===== config.mk =====
export PLATFORM = sky130hd
export DESIGN_NAME = autobaud_serial_bit_receiver
export DESIGN_NICKNAME = d
export VERILOG_FILES = /design/src/sv/abr_pkg.sv /design/src/sv/abr_div.sv /design/src/sv/abr_dp.sv /design/src/sv/abr_ctrl.sv /design/src/sv/autobaud_serial_bit_receiver.sv
export SDC_FILE = /design/constraint.sdc
export NUM_CORES = 1
export LEC_CHECK = 0
export BUFFER_PORTS_ARGS = -buffer_cell sky130_fd_sc_hd__buf_2
export CORE_MARGIN = 1.5
export CORE_UTILIZATION = 40
export CTS_CLUSTER_DIAMETER = 200
export DETAILED_ROUTE_END_ITERATION = 8
export GPL_ROUTABILITY_DRIVEN = 0
export PLACE_DENSITY = 0.68
export REMOVE_ABC_BUFFERS = 1
export SETUP_SLACK_MARGIN = 0.3
export SLEW_MARGIN = 10
export SYNTH_ARGS = -nofsm -noshare
export SYNTH_HDL_FRONTEND = slang
export SYNTH_HIERARCHICAL = 1
export SYNTH_SLANG_ARGS = --single-unit
export TNS_END_PERCENT = 50

===== constraint.sdc =====
create_clock -name clk_i -period 5.43 [get_ports clk_i]
set_input_delay 1.086 -clock clk_i [delete_from_list [all_inputs] [get_ports clk_i]]
set_output_delay 1.086 -clock clk_i [all_outputs]
set_load 0.02 [all_outputs]

===== src/sv/abr_pkg.sv =====
`timescale 1ns / 1ps
`default_nettype none

package abr_pkg;

  localparam int TimeW  = 32;
  localparam int CountW = 16;
  localparam int IdxW   = 10;
  localparam int BitsW  = 4;

  localparam int BufferBytesDef    = 1024;
  localparam int SyncEdgesDef      = 4;
  localparam int SilencePeriodsDef = 32;

  localparam logic [CountW-1:0] CountMax = '1;

  typedef enum logic [2:0] {
    PH_WAIT  = 3'd0,
    PH_SYNC  = 3'd1,
    PH_TRACK = 3'd2,
    PH_RECV  = 3'd3,
    PH_DONE  = 3'd4
  } phase_e;

  localparam logic OP_SAMPLE  = 1'b0;
  localparam logic OP_RESTART = 1'b1;

  // Commands from the controller to the datapath
  typedef struct packed {
    logic capture;
    logic exec;
    logic div_start;
    logic div_load;
    logic load_out;
  } cmd_t;

  // Status from the datapath to the controller
  typedef struct packed {
    logic need_div;
    logic div_done;
  } stat_t;

endpackage

`default_nettype wire


===== src/sv/abr_div.sv =====
`timescale 1ns / 1ps
`default_nettype none

// Shift-subtract divider: one quotient bit per cycle.
module abr_div (
  input  wire logic                        clk_i,
  input  wire logic                        rst_ni,
  input  wire logic                        start_i,
  input  wire logic [abr_pkg::TimeW-1:0]   dividend_i,
  input  wire logic [abr_pkg::CountW-1:0]  divisor_i,
  output logic                             done_o,
  output logic [abr_pkg::TimeW-1:0]        quot_o
);

  localparam int StepW = $clog2(abr_pkg::TimeW + 1);

  logic [StepW-1:0]              cnt_q;
  logic                          done_q;
  logic [abr_pkg::TimeW-1:0]     quo_q;
  logic [abr_pkg::CountW-1:0]    rem_q;
  logic [abr_pkg::CountW-1:0]    dvs_q;
  logic [abr_pkg::CountW:0]      rem_shift;
  logic                          fits;

  assign rem_shift = {rem_q, quo_q[abr_pkg::TimeW-1]};
  assign fits      = rem_shift >= {1'b0, dvs_q};

  always_ff @(posedge clk_i or negedge rst_ni) begin
    if (!rst_ni) begin
      cnt_q  <= '0;
      done_q <= 1'b0;
    end else begin
      done_q <= (cnt_q == StepW'(1));
      if (start_i) begin
        cnt_q <= StepW'(abr_pkg::TimeW);
      end else if (cnt_q != '0) begin
        cnt_q <= cnt_q - StepW'(1);
      end
    end
  end

  always_ff @(posedge clk_i) begin
    if (start_i) begin
      quo_q <= dividend_i;
      rem_q <= '0;
      dvs_q <= divisor_i;
    end else if (cnt_q != '0) begin
      quo_q <= {quo_q[abr_pkg::TimeW-2:0], fits};
      if (fits) begin
        rem_q <= abr_pkg::CountW'(rem_shift - {1'b0, dvs_q});
      end else begin
        rem_q <= rem_shift[abr_pkg::CountW-1:0];
      end
    end
  end

  assign done_o = done_q;
  assign quot_o = quo_q;

endmodule

`default_nettype wire


===== src/sv/abr_dp.sv =====
`timescale 1ns / 1ps
`default_nettype none

module abr_dp #(
  parameter int BUFFER_BYTES    = abr_pkg::BufferBytesDef,
  parameter int SYNC_EDGES      = abr_pkg::SyncEdgesDef,
  parameter int SILENCE_PERIODS = abr_pkg::SilencePeriodsDef
) (
  input  wire logic                        clk_i,
  input  wire logic                        rst_ni,
  input  wire abr_pkg::cmd_t               cmd_i,
  output abr_pkg::stat_t                   stat_o,
  input  wire logic                        op_i,
  input  wire logic [abr_pkg::TimeW-1:0]   sample_time_i,
  input  wire logic                        pin_level_i,
  output logic [2:0]                       phase_o,
  output logic [abr_pkg::TimeW-1:0]        bit_period_o,
  output logic                             byte_valid_o,
  output logic [7:0]                       byte_value_o,
  output logic [abr_pkg::IdxW-1:0]         byte_index_o,
  output logic [abr_pkg::BitsW-1:0]        bits_in_byte_o,
  output logic                             done_res_o,
  output logic                             overflow_o
);

  localparam int TW    = abr_pkg::TimeW;
  localparam int CW    = abr_pkg::CountW;
  localparam int ByteW = $clog2(BUFFER_BYTES + 1);
  localparam int SilW  = $clog2(SILENCE_PERIODS + 1);
  localparam int SpanW = TW + SilW;
  localparam int LimW  = SpanW + 1;

  // Captured request
  logic          op_q;
  logic [TW-1:0] t_q;
  logic          pin_q;

  // Block state
  abr_pkg::phase_e  phase_q, phase_d;
  logic             level_q, level_d;
  logic [TW-1:0]    prev_q, prev_d;
  logic [TW-1:0]    next_q, next_d;
  logic [TW-1:0]    total_q, total_d;
  logic [CW-1:0]    count_q, count_d;
  logic [TW-1:0]    period_q;
  logic [7:0]       asm_q, asm_d;
  logic [2:0]       bitpos_q, bitpos_d;
  logic [ByteW-1:0] bytecnt_q, bytecnt_d;
  logic             ovf_q, ovf_d;

  // Silence limit, kept up to date in the background
  logic [SpanW-1:0] span_q;
  logic [LimW-1:0]  limit_q;

  // Per-request result
  logic                     res_bv_q, res_bv_d;
  logic [7:0]               res_val_q, res_val_d;
  logic [abr_pkg::IdxW-1:0] res_idx_q, res_idx_d;
  logic [abr_pkg::BitsW-1:0] res_bits_q, res_bits_d;
  logic                     res_done_q, res_done_d;

  logic                     need_div;
  logic                     div_done;
  logic [TW-1:0]            quot;

  // Output register
  abr_pkg::phase_e          out_phase_q;
  logic [TW-1:0]            out_period_q;
  logic                     out_bv_q;
  logic [7:0]               out_val_q;
  logic [abr_pkg::IdxW-1:0] out_idx_q;
  logic [abr_pkg::BitsW-1:0] out_bits_q;
  logic                     out_done_q;
  logic                     out_ovf_q;

  always_comb begin
    logic [TW-1:0]             half;
    logic [7:0]                asm_n;
    logic                      emit_en;
    logic [7:0]                emit_val;
    logic [abr_pkg::BitsW-1:0] emit_bits;

    phase_d    = phase_q;
    level_d    = level_q;
    prev_d     = prev_q;
    next_d     = next_q;
    total_d    = total_q;
    count_d    = count_q;
    asm_d      = asm_q;
    bitpos_d   = bitpos_q;
    bytecnt_d  = bytecnt_q;
    ovf_d      = ovf_q;
    need_div   = 1'b0;
    res_bv_d   = 1'b0;
    res_val_d  = '0;
    res_idx_d  = '0;
    res_bits_d = '0;
    res_done_d = 1'b0;
    emit_en    = 1'b0;
    emit_val   = '0;
    emit_bits  = '0;
    half       = period_q >> 1;
    asm_n      = asm_q | (8'(pin_q) << bitpos_q);

    if (op_q == abr_pkg::OP_RESTART) begin
      phase_d   = abr_pkg::PH_WAIT;
      level_d   = pin_q;
      prev_d    = '0;
      next_d    = '0;
      total_d   = '0;
      count_d   = '0;
      asm_d     = '0;
      bitpos_d  = '0;
      bytecnt_d = '0;
      ovf_d     = 1'b0;
    end else begin
      case (phase_q)
        abr_pkg::PH_WAIT: begin
          if (pin_q != level_q) begin
            prev_d  = t_q;
            level_d = pin_q;
            count_d = '0;
            phase_d = abr_pkg::PH_SYNC;
          end
        end
        abr_pkg::PH_SYNC: begin
          if (pin_q != level_q) begin
            level_d = pin_q;
            total_d = total_q + (t_q - prev_q);
            count_d = (count_q != abr_pkg::CountMax) ? count_q + CW'(1) : count_q;
            prev_d  = t_q;
            if (count_d >= CW'(SYNC_EDGES)) begin
              phase_d  = abr_pkg::PH_TRACK;
              need_div = 1'b1;
            end
          end
        end
        abr_pkg::PH_TRACK: begin
          if ({1'b0, t_q} > ({1'b0, next_q} + {1'b0, half})) begin
            phase_d   = abr_pkg::PH_RECV;
            next_d    = t_q + half;
            prev_d    = t_q;
            asm_d     = 8'(pin_q);
            bitpos_d  = 3'd1;
            bytecnt_d = '0;
            level_d   = pin_q;
          end else if (pin_q != level_q) begin
            level_d  = pin_q;
            total_d  = total_q + (t_q - prev_q);
            count_d  = (count_q != abr_pkg::CountMax) ? count_q + CW'(1) : count_q;
            prev_d   = t_q;
            need_div = 1'b1;
          end
        end
        abr_pkg::PH_RECV: begin
          if (t_q >= next_q) begin
            next_d = next_q + period_q;
            if (bitpos_q == 3'd7) begin
              emit_en   = 1'b1;
              emit_val  = asm_n;
              emit_bits = abr_pkg::BitsW'(8);
              asm_d     = '0;
              bitpos_d  = '0;
            end else begin
              asm_d    = asm_n;
              bitpos_d = bitpos_q + 3'd1;
            end
            if (level_q == pin_q) begin
              if (limit_q < LimW'(t_q)) begin
                phase_d    = abr_pkg::PH_DONE;
                res_done_d = 1'b1;
                // Flush a partial byte; a full byte was already cleared above
                if (bitpos_d != '0) begin
                  emit_en   = 1'b1;
                  emit_val  = asm_d;
                  emit_bits = abr_pkg::BitsW'(bitpos_d);
                  asm_d     = '0;
                  bitpos_d  = '0;
                end
              end
            end else begin
              level_d = pin_q;
              prev_d  = t_q;
            end
          end
        end
        default: begin
        end
      endcase
    end

    if (emit_en) begin
      if (bytecnt_q < ByteW'(BUFFER_BYTES)) begin
        res_bv_d   = 1'b1;
        res_val_d  = emit_val;
        res_idx_d  = abr_pkg::IdxW'(bytecnt_q);
        res_bits_d = emit_bits;
        bytecnt_d  = bytecnt_q + ByteW'(1);
      end else begin
        ovf_d = 1'b1;
      end
    end
  end

  always_ff @(posedge clk_i or negedge rst_ni) begin
    if (!rst_ni) begin
      phase_q   <= abr_pkg::PH_WAIT;
      level_q   <= 1'b0;
      prev_q    <= '0;
      next_q    <= '0;
      total_q   <= '0;
      count_q   <= '0;
      period_q  <= '0;
      asm_q     <= '0;
      bitpos_q  <= '0;
      bytecnt_q <= '0;
      ovf_q     <= 1'b0;
      span_q    <= '0;
      limit_q   <= '0;
    end else begin
      span_q  <= SpanW'(period_q) * SpanW'(SILENCE_PERIODS);
      limit_q <= LimW'(prev_q) + LimW'(span_q);
      if (cmd_i.exec) begin
        phase_q   <= phase_d;
        level_q   <= level_d;
        prev_q    <= prev_d;
        next_q    <= next_d;
        total_q   <= total_d;
        count_q   <= count_d;
        asm_q     <= asm_d;
        bitpos_q  <= bitpos_d;
        bytecnt_q <= bytecnt_d;
        ovf_q     <= ovf_d;
        if (op_q == abr_pkg::OP_RESTART) begin
          period_q <= '0;
        end
      end else if (cmd_i.div_load) begin
        period_q <= quot;
        next_q   <= t_q + quot;
      end
    end
  end

  always_ff @(posedge clk_i) begin
    if (cmd_i.capture) begin
      op_q  <= op_i;
      t_q   <= sample_time_i;
      pin_q <= pin_level_i;
    end
    if (cmd_i.exec) begin
      res_bv_q   <= res_bv_d;
      res_val_q  <= res_val_d;
      res_idx_q  <= res_idx_d;
      res_bits_q <= res_bits_d;
      res_done_q <= res_done_d;
    end
    if (cmd_i.load_out) begin
      out_phase_q  <= phase_q;
      out_period_q <= period_q;
      out_bv_q     <= res_bv_q;
      out_val_q    <= res_val_q;
      out_idx_q    <= res_idx_q;
      out_bits_q   <= res_bits_q;
      out_done_q   <= res_done_q;
      out_ovf_q    <= ovf_q;
    end
  end

  abr_div u_div (
    .clk_i      (clk_i),
    .rst_ni     (rst_ni),
    .start_i    (cmd_i.div_start),
    .dividend_i (total_q),
    .divisor_i  (count_q),
    .done_o     (div_done),
    .quot_o     (quot)
  );

  assign stat_o.need_div = need_div;
  assign stat_o.div_done = div_done;

  assign phase_o        = out_phase_q;
  assign bit_period_o   = out_period_q;
  assign byte_valid_o   = out_bv_q;
  assign byte_value_o   = out_val_q;
  assign byte_index_o   = out_idx_q;
  assign bits_in_byte_o = out_bits_q;
  assign done_res_o     = out_done_q;
  assign overflow_o     = out_ovf_q;

endmodule

`default_nettype wire


===== src/sv/abr_ctrl.sv =====
`timescale 1ns / 1ps
`default_nettype none

module abr_ctrl (
  input  wire logic            clk_i,
  input  wire logic            rst_ni,
  input  wire logic            in_valid_i,
  output logic                 in_stall_o,
  output logic                 out_valid_o,
  input  wire logic            out_stall_i,
  output abr_pkg::cmd_t        cmd_o,
  input  wire abr_pkg::stat_t  stat_i
);

  typedef enum logic [2:0] {
    ST_IDLE,
    ST_EXEC,
    ST_DIV_START,
    ST_DIV_WAIT,
    ST_FINISH
  } state_e;

  state_e state_q;
  logic   out_valid_q;
  logic   out_free;

  assign out_free = !out_valid_q || !out_stall_i;

  always_ff @(posedge clk_i or negedge rst_ni) begin
    if (!rst_ni) begin
      state_q     <= ST_IDLE;
      out_valid_q <= 1'b0;
    end else begin
      if ((state_q == ST_FINISH) && out_free) begin
        out_valid_q <= 1'b1;
      end else if (out_valid_q && !out_stall_i) begin
        out_valid_q <= 1'b0;
      end
      case (state_q)
        ST_IDLE: begin
          if (in_valid_i) begin
            state_q <= ST_EXEC;
          end
        end
        ST_EXEC: begin
          state_q <= stat_i.need_div ? ST_DIV_START : ST_FINISH;
        end
        ST_DIV_START: begin
          state_q <= ST_DIV_WAIT;
        end
        ST_DIV_WAIT: begin
          if (stat_i.div_done) begin
            state_q <= ST_FINISH;
          end
        end
        ST_FINISH: begin
          if (out_free) begin
            state_q <= ST_IDLE;
          end
        end
        default: begin
          state_q <= ST_IDLE;
        end
      endcase
    end
  end

  assign in_stall_o        = (state_q != ST_IDLE);
  assign out_valid_o       = out_valid_q;
  assign cmd_o.capture     = (state_q == ST_IDLE) && in_valid_i;
  assign cmd_o.exec        = (state_q == ST_EXEC);
  assign cmd_o.div_start   = (state_q == ST_DIV_START);
  assign cmd_o.div_load    = (state_q == ST_DIV_WAIT) && stat_i.div_done;
  assign cmd_o.load_out    = (state_q == ST_FINISH) && out_free;

endmodule

`default_nettype wire


===== src/sv/autobaud_serial_bit_receiver.sv =====
`timescale 1ns / 1ps
`default_nettype none

// Auto-baud serial bit receiver. Each request is a timestamped pin sample
// (op 0) or a restart (op 1, which takes the current pin level as reference).
// The block locks onto the bit period by averaging the first SYNC_EDGES edge
// spacings, keeps refining the average while edges keep arriving, and
// switches to receiving once an expected edge is more than half a period late.
// It then samples once per period, packs bits LSB first and reports bytes;
// SILENCE_PERIODS periods without an edge end the message and flush a partial
// byte with its bit count. Bytes beyond BUFFER_BYTES are dropped and the
// sticky overflow flag goes high. Every request yields exactly one result.
// Timing: a request is taken when in_valid_i is high and in_stall_o is low;
// in_stall_o stays high until its result has been moved to the output
// register, so a result waiting on out_stall_i does not block the next
// request. A request that does not update the average passes through the
// capture register and then the result register. A request that sets or
// updates it (the edge that completes sync, or an edge while tracking) also
// runs the shared shift-subtract divider (one quotient bit per cycle, 32
// bits) before its result is ready.

module autobaud_serial_bit_receiver #(
  parameter int BUFFER_BYTES    = abr_pkg::BufferBytesDef,
  parameter int SYNC_EDGES      = abr_pkg::SyncEdgesDef,
  parameter int SILENCE_PERIODS = abr_pkg::SilencePeriodsDef
) (
  input  wire logic                        clk_i,
  input  wire logic                        rst_ni,
  // Request channel
  input  wire logic                        in_valid_i,
  output logic                             in_stall_o,
  input  wire logic                        op_i,
  input  wire logic [abr_pkg::TimeW-1:0]   sample_time_i,
  input  wire logic                        pin_level_i,
  // Result channel
  output logic                             out_valid_o,
  input  wire logic                        out_stall_i,
  output logic [2:0]                       phase_o,
  output logic [abr_pkg::TimeW-1:0]        bit_period_o,
  output logic                             byte_valid_o,
  output logic [7:0]                       byte_value_o,
  output logic [abr_pkg::IdxW-1:0]         byte_index_o,
  output logic [abr_pkg::BitsW-1:0]        bits_in_byte_o,
  output logic                             done_res_o,
  output logic                             overflow_o
);

  abr_pkg::cmd_t  cmd;
  abr_pkg::stat_t stat;

  // Sequencer: capture, execute, optional divide, hand off to the output
  abr_ctrl u_ctrl (
    .clk_i       (clk_i),
    .rst_ni      (rst_ni),
    .in_valid_i  (in_valid_i),
    .in_stall_o  (in_stall_o),
    .out_valid_o (out_valid_o),
    .out_stall_i (out_stall_i),
    .cmd_o       (cmd),
    .stat_i      (stat)
  );

  // State registers, step logic, divider and result register. The silence
  // limit is registered in two stages behind the period and edge time; the
  // finish and idle cycles between two executes give it time to settle.
  abr_dp #(
    .BUFFER_BYTES    (BUFFER_BYTES),
    .SYNC_EDGES      (SYNC_EDGES),
    .SILENCE_PERIODS (SILENCE_PERIODS)
  ) u_dp (
    .clk_i          (clk_i),
    .rst_ni         (rst_ni),
    .cmd_i          (cmd),
    .stat_o         (stat),
    .op_i           (op_i),
    .sample_time_i  (sample_time_i),
    .pin_level_i    (pin_level_i),
    .phase_o        (phase_o),
    .bit_period_o   (bit_period_o),
    .byte_valid_o   (byte_valid_o),
    .byte_value_o   (byte_value_o),
    .byte_index_o   (byte_index_o),
    .bits_in_byte_o (bits_in_byte_o),
    .done_res_o     (done_res_o),
    .overflow_o     (overflow_o)
  );

endmodule

`default_nettype wire


==> flow_summary.json <==
{
  "status": "finished with violations",
  "violations": "setup timing",
  "grt_max_degree": 122,
  "endpoint": "u_dp/next_q[31]$_DFFE_PN0P_",
  "crit_buf_inv": 4,
  "via_per_inst": 5.81,
  "yosysWarnings": 6,
  "dominantRegCellSynth": "dfrtp_1",
  "slowest_delay_ns": 0.40,
  "wl_per_cell_um": 21.0,
  "synth_cells": 3037,
  "first_iter_violations": 2133,
  "cp_top_family": "compound AO/OA/AOI/OAI gates",
  "htreeDepth": 2,
  "die_x_um": 275,
  "yosysSeqAreaShare": 0.391,
  "area_growth_pct": 16.8,
  "reg2reg_depth": 25,
  "dpl.hpwl_mm": 64.6,
  "antenna_found_initial": 3,
  "setup_viol": 38,
  "synthTopCellsByArea": "dfrtp_1 21%, edfxtp_1 17%, ha_1 13%",
  "routed_wl_mm": 89.3,
  "worst_setup_path_start_kind": "flip-flop",
  "critPathCaptureType": "flip-flop",
  "vias": 24721,
  "start_util": 0.405,
  "track_usage": 0.232,
  "finalCritPeriodShare": 1.02,
  "leakagePower_nw": 16.0,
  "r2r_end": "u_dp/next_q[31]$_DFFE_PN0P_",
  "dieArea_mm2": 0.0758,
  "cts_buffers": 52,
  "regArea_mm2": 0.0116,
  "drv_cap": 0,
  "regMostFlops": "u_dp/limit_q",
  "placed_area_mm2": 0.0321,
  "cp_num_cells": 25,
  "hold_path.class": "flip-flop to flip-flop",
  "skew_ns": 0.0391,
  "synth_area_leader_cell": "dfrtp_1",
  "r2r_setup_slack_ns": -0.08,
  "avgSynthCellArea_um2": 9.77,
  "cts_tree": "yes",
  "antenna_left": 0,
  "ys_seq_elements": 434,
  "cts-root-buf": "clkbuf_16",
  "mappedNetlistArea_mm2": 0.0297,
  "r2r-start": "u_dp/period_q[1]$_DFFE_PN0P_",
  "rsz0062_at_grt": "true",
  "synthArstFlopShare": 0.581,
  "layout_setup_ws_ns": -0.0828,
  "min_path_cells": 0,
  "slew_headroom": 0.253,
  "clock_sinks": 434,
  "critPathMaxFanout": 5,
  "maxClockFrequency_mhz": 181,
  "drtPass1Iterations": 7,
  "stdcell_area_mm2": 0.0347,
  "largest_reg_flops": 38,
  "finalCriticalPeriod_ns": 5.51,
  "n_fill_cell": 6722,
  "synth_top_area_frac": 0.213,
  "hold_viol": 0,
  "grt_overflow": 0,
  "timing_worst_setup_path_type": "flip-flop to flip-flop",
  "grt_pass1_wl_mm": 136,
  "critPathSlowestCell": "a221oi_4",
  "cp.required_ns": 5.93,
  "drc": 0,
  "insertion_delay_ns": 0.63,
  "cp.arrival_ns": 6.01,
  "insertedDiodeCount": 0,
  "die-height_um": 275,
  "grt_pass1_vias": 23617,
  "synthTopCellsByCount": "302 x ha_1, 252 x dfrtp_1, 242 x a21oi_1, 241 x inv_1, 201 x nand2_1",
  "synth_edf_count": 166,
  "clk_path_buf_depth": 3,
  "slew_violations": 0,
  "final_util": 0.474,
  "power.density_mw_per_mm2": 575,
  "tightest_slew_ns": 1.11,
  "synth.distinct_cells": 99,
  "vdd_drop_max_v": 0.000310,
  "ioPinCount": 100,
  "multi_input_area_mm2": 0.0172,
  "num-nets-final": 3630,
  "yosysMostFrequentCell": "ha_1",
  "io_buffers": 99,
  "num_rows": 99,
  "drive_above_1_share": 0.153,
  "holdBufCountCts": 0,
  "clkTransAtPathRegs_ns": 0.06,
  "cp-startpoint": "u_dp/period_q[1]$_DFFE_PN0P_",
  "core_mm2": 0.0732
}
[per-layer routing]
| layer | part of all wire | up-vias | global-route usage |
|---|---|---|---|
| met4 | 0.038 | 2 | 0.0900 |
| met5 | 0.00015 | - | 0 |
| met3 | 0.063 | 187 | 0.0388 |
| li1 | - | 11722 | - |
| met2 | 0.45 | 855 | 0.370 |
| met1 | 0.44 | 11955 | 0.314 |
[stage by stage]
stage	hold WS [ns]	setup TNS, ns	instances	total power (W)	worst slack [ns]
after floorplan	0.381	-109.62	2941	0.0125	-1.70
after global placement	0.405	-23.35	4128	0.0154	-0.339
after detailed placement	0.406	-30.99	4128	0.0156	-0.399
after CTS	0.421	0	4244	0.0195	0.0175
after global routing	0.425	-22.64	4255	0.0214	-0.329
final	0.418	-1.06	4255	0.0199	-0.0828
[layout make-up]
class / count / area share
inverter: 242 / 0.0262
sequential: 434 / 0.335
timing repair buffer: 258 / 0.0570
tap: 959 / 0.0346
clock inverter: 34 / 0.0116
clock buffer: 63 / 0.0402
multi-input combinational: 2265 / 0.495
[cells in the final DEF, fill, tap and decap left out, types with 55 or more instances in the layout]
cell / count
edfxtp_1: 166
nor3_1: 59
xnor2_1: 102
o21ai_0: 148
nand2_1: 199
inv_1: 241
nand3_1: 67
a21oi_1: 228
buf_4: 127
a22o_1: 73
nor2_1: 170
a21o_1: 102
clkbuf_16: 55
ha_1: 301
buf_2: 98
dfrtp_1: 252
[where the power goes]
part	total [W]	internal, W	switching, W
registers	0.00540	0.00446	0.000942
clock network	0.00370	0.00221	0.00149
logic	0.0108	0.00450	0.00632
[how the worst min path moves through the flow]
stage,endpoint,slack [ns],from
after floorplan,u_dp/limit_q[0]$_DFF_PN0_,0.38,u_dp/prev_q[0]$_DFFE_PN0P_
after global placement,u_dp/byte_valid_o$_DFFE_PP_,0.40,u_dp/res_bv_q$_SDFFCE_PN0P_
after detailed placement,u_dp/byte_value_o[7]$_DFFE_PP_,0.41,u_dp/res_val_q[7]$_SDFFCE_PP0P_
after CTS,u_dp/byte_valid_o$_DFFE_PP_,0.42,u_dp/res_bv_q$_SDFFCE_PN0P_
after global routing,u_dp/byte_index_o[5]$_DFFE_PP_,0.42,u_dp/res_idx_q[5]$_SDFFCE_PN0P_
final,u_dp/byte_valid_o$_DFFE_PP_,0.42,u_dp/res_bv_q$_SDFFCE_PN0P_
[logic make-up (layout without fill, tap and decap cells)]
kind of cell	after synthesis	count (layout)	synth area share
DFF	434	434	0.391
adders and majority gates	339	339	0.152
buffers and inverters	338	597	0.0452
AOI/OAI and AO/OA	955	955	0.220
xor gates and xnor gates	156	156	0.0460
muxes	43	43	0.0160
and+or+nand+nor	772	772	0.129
[repair_timing]
action | in CTS | in global routing
resized for setup | 53 | 62
buffers inserted | 16 | 8
pin swaps | 40 | 52
endpoints found under the setup margin | 140 | 140
cloned | 3 | 3
Power figures use the tool's default switching activity.
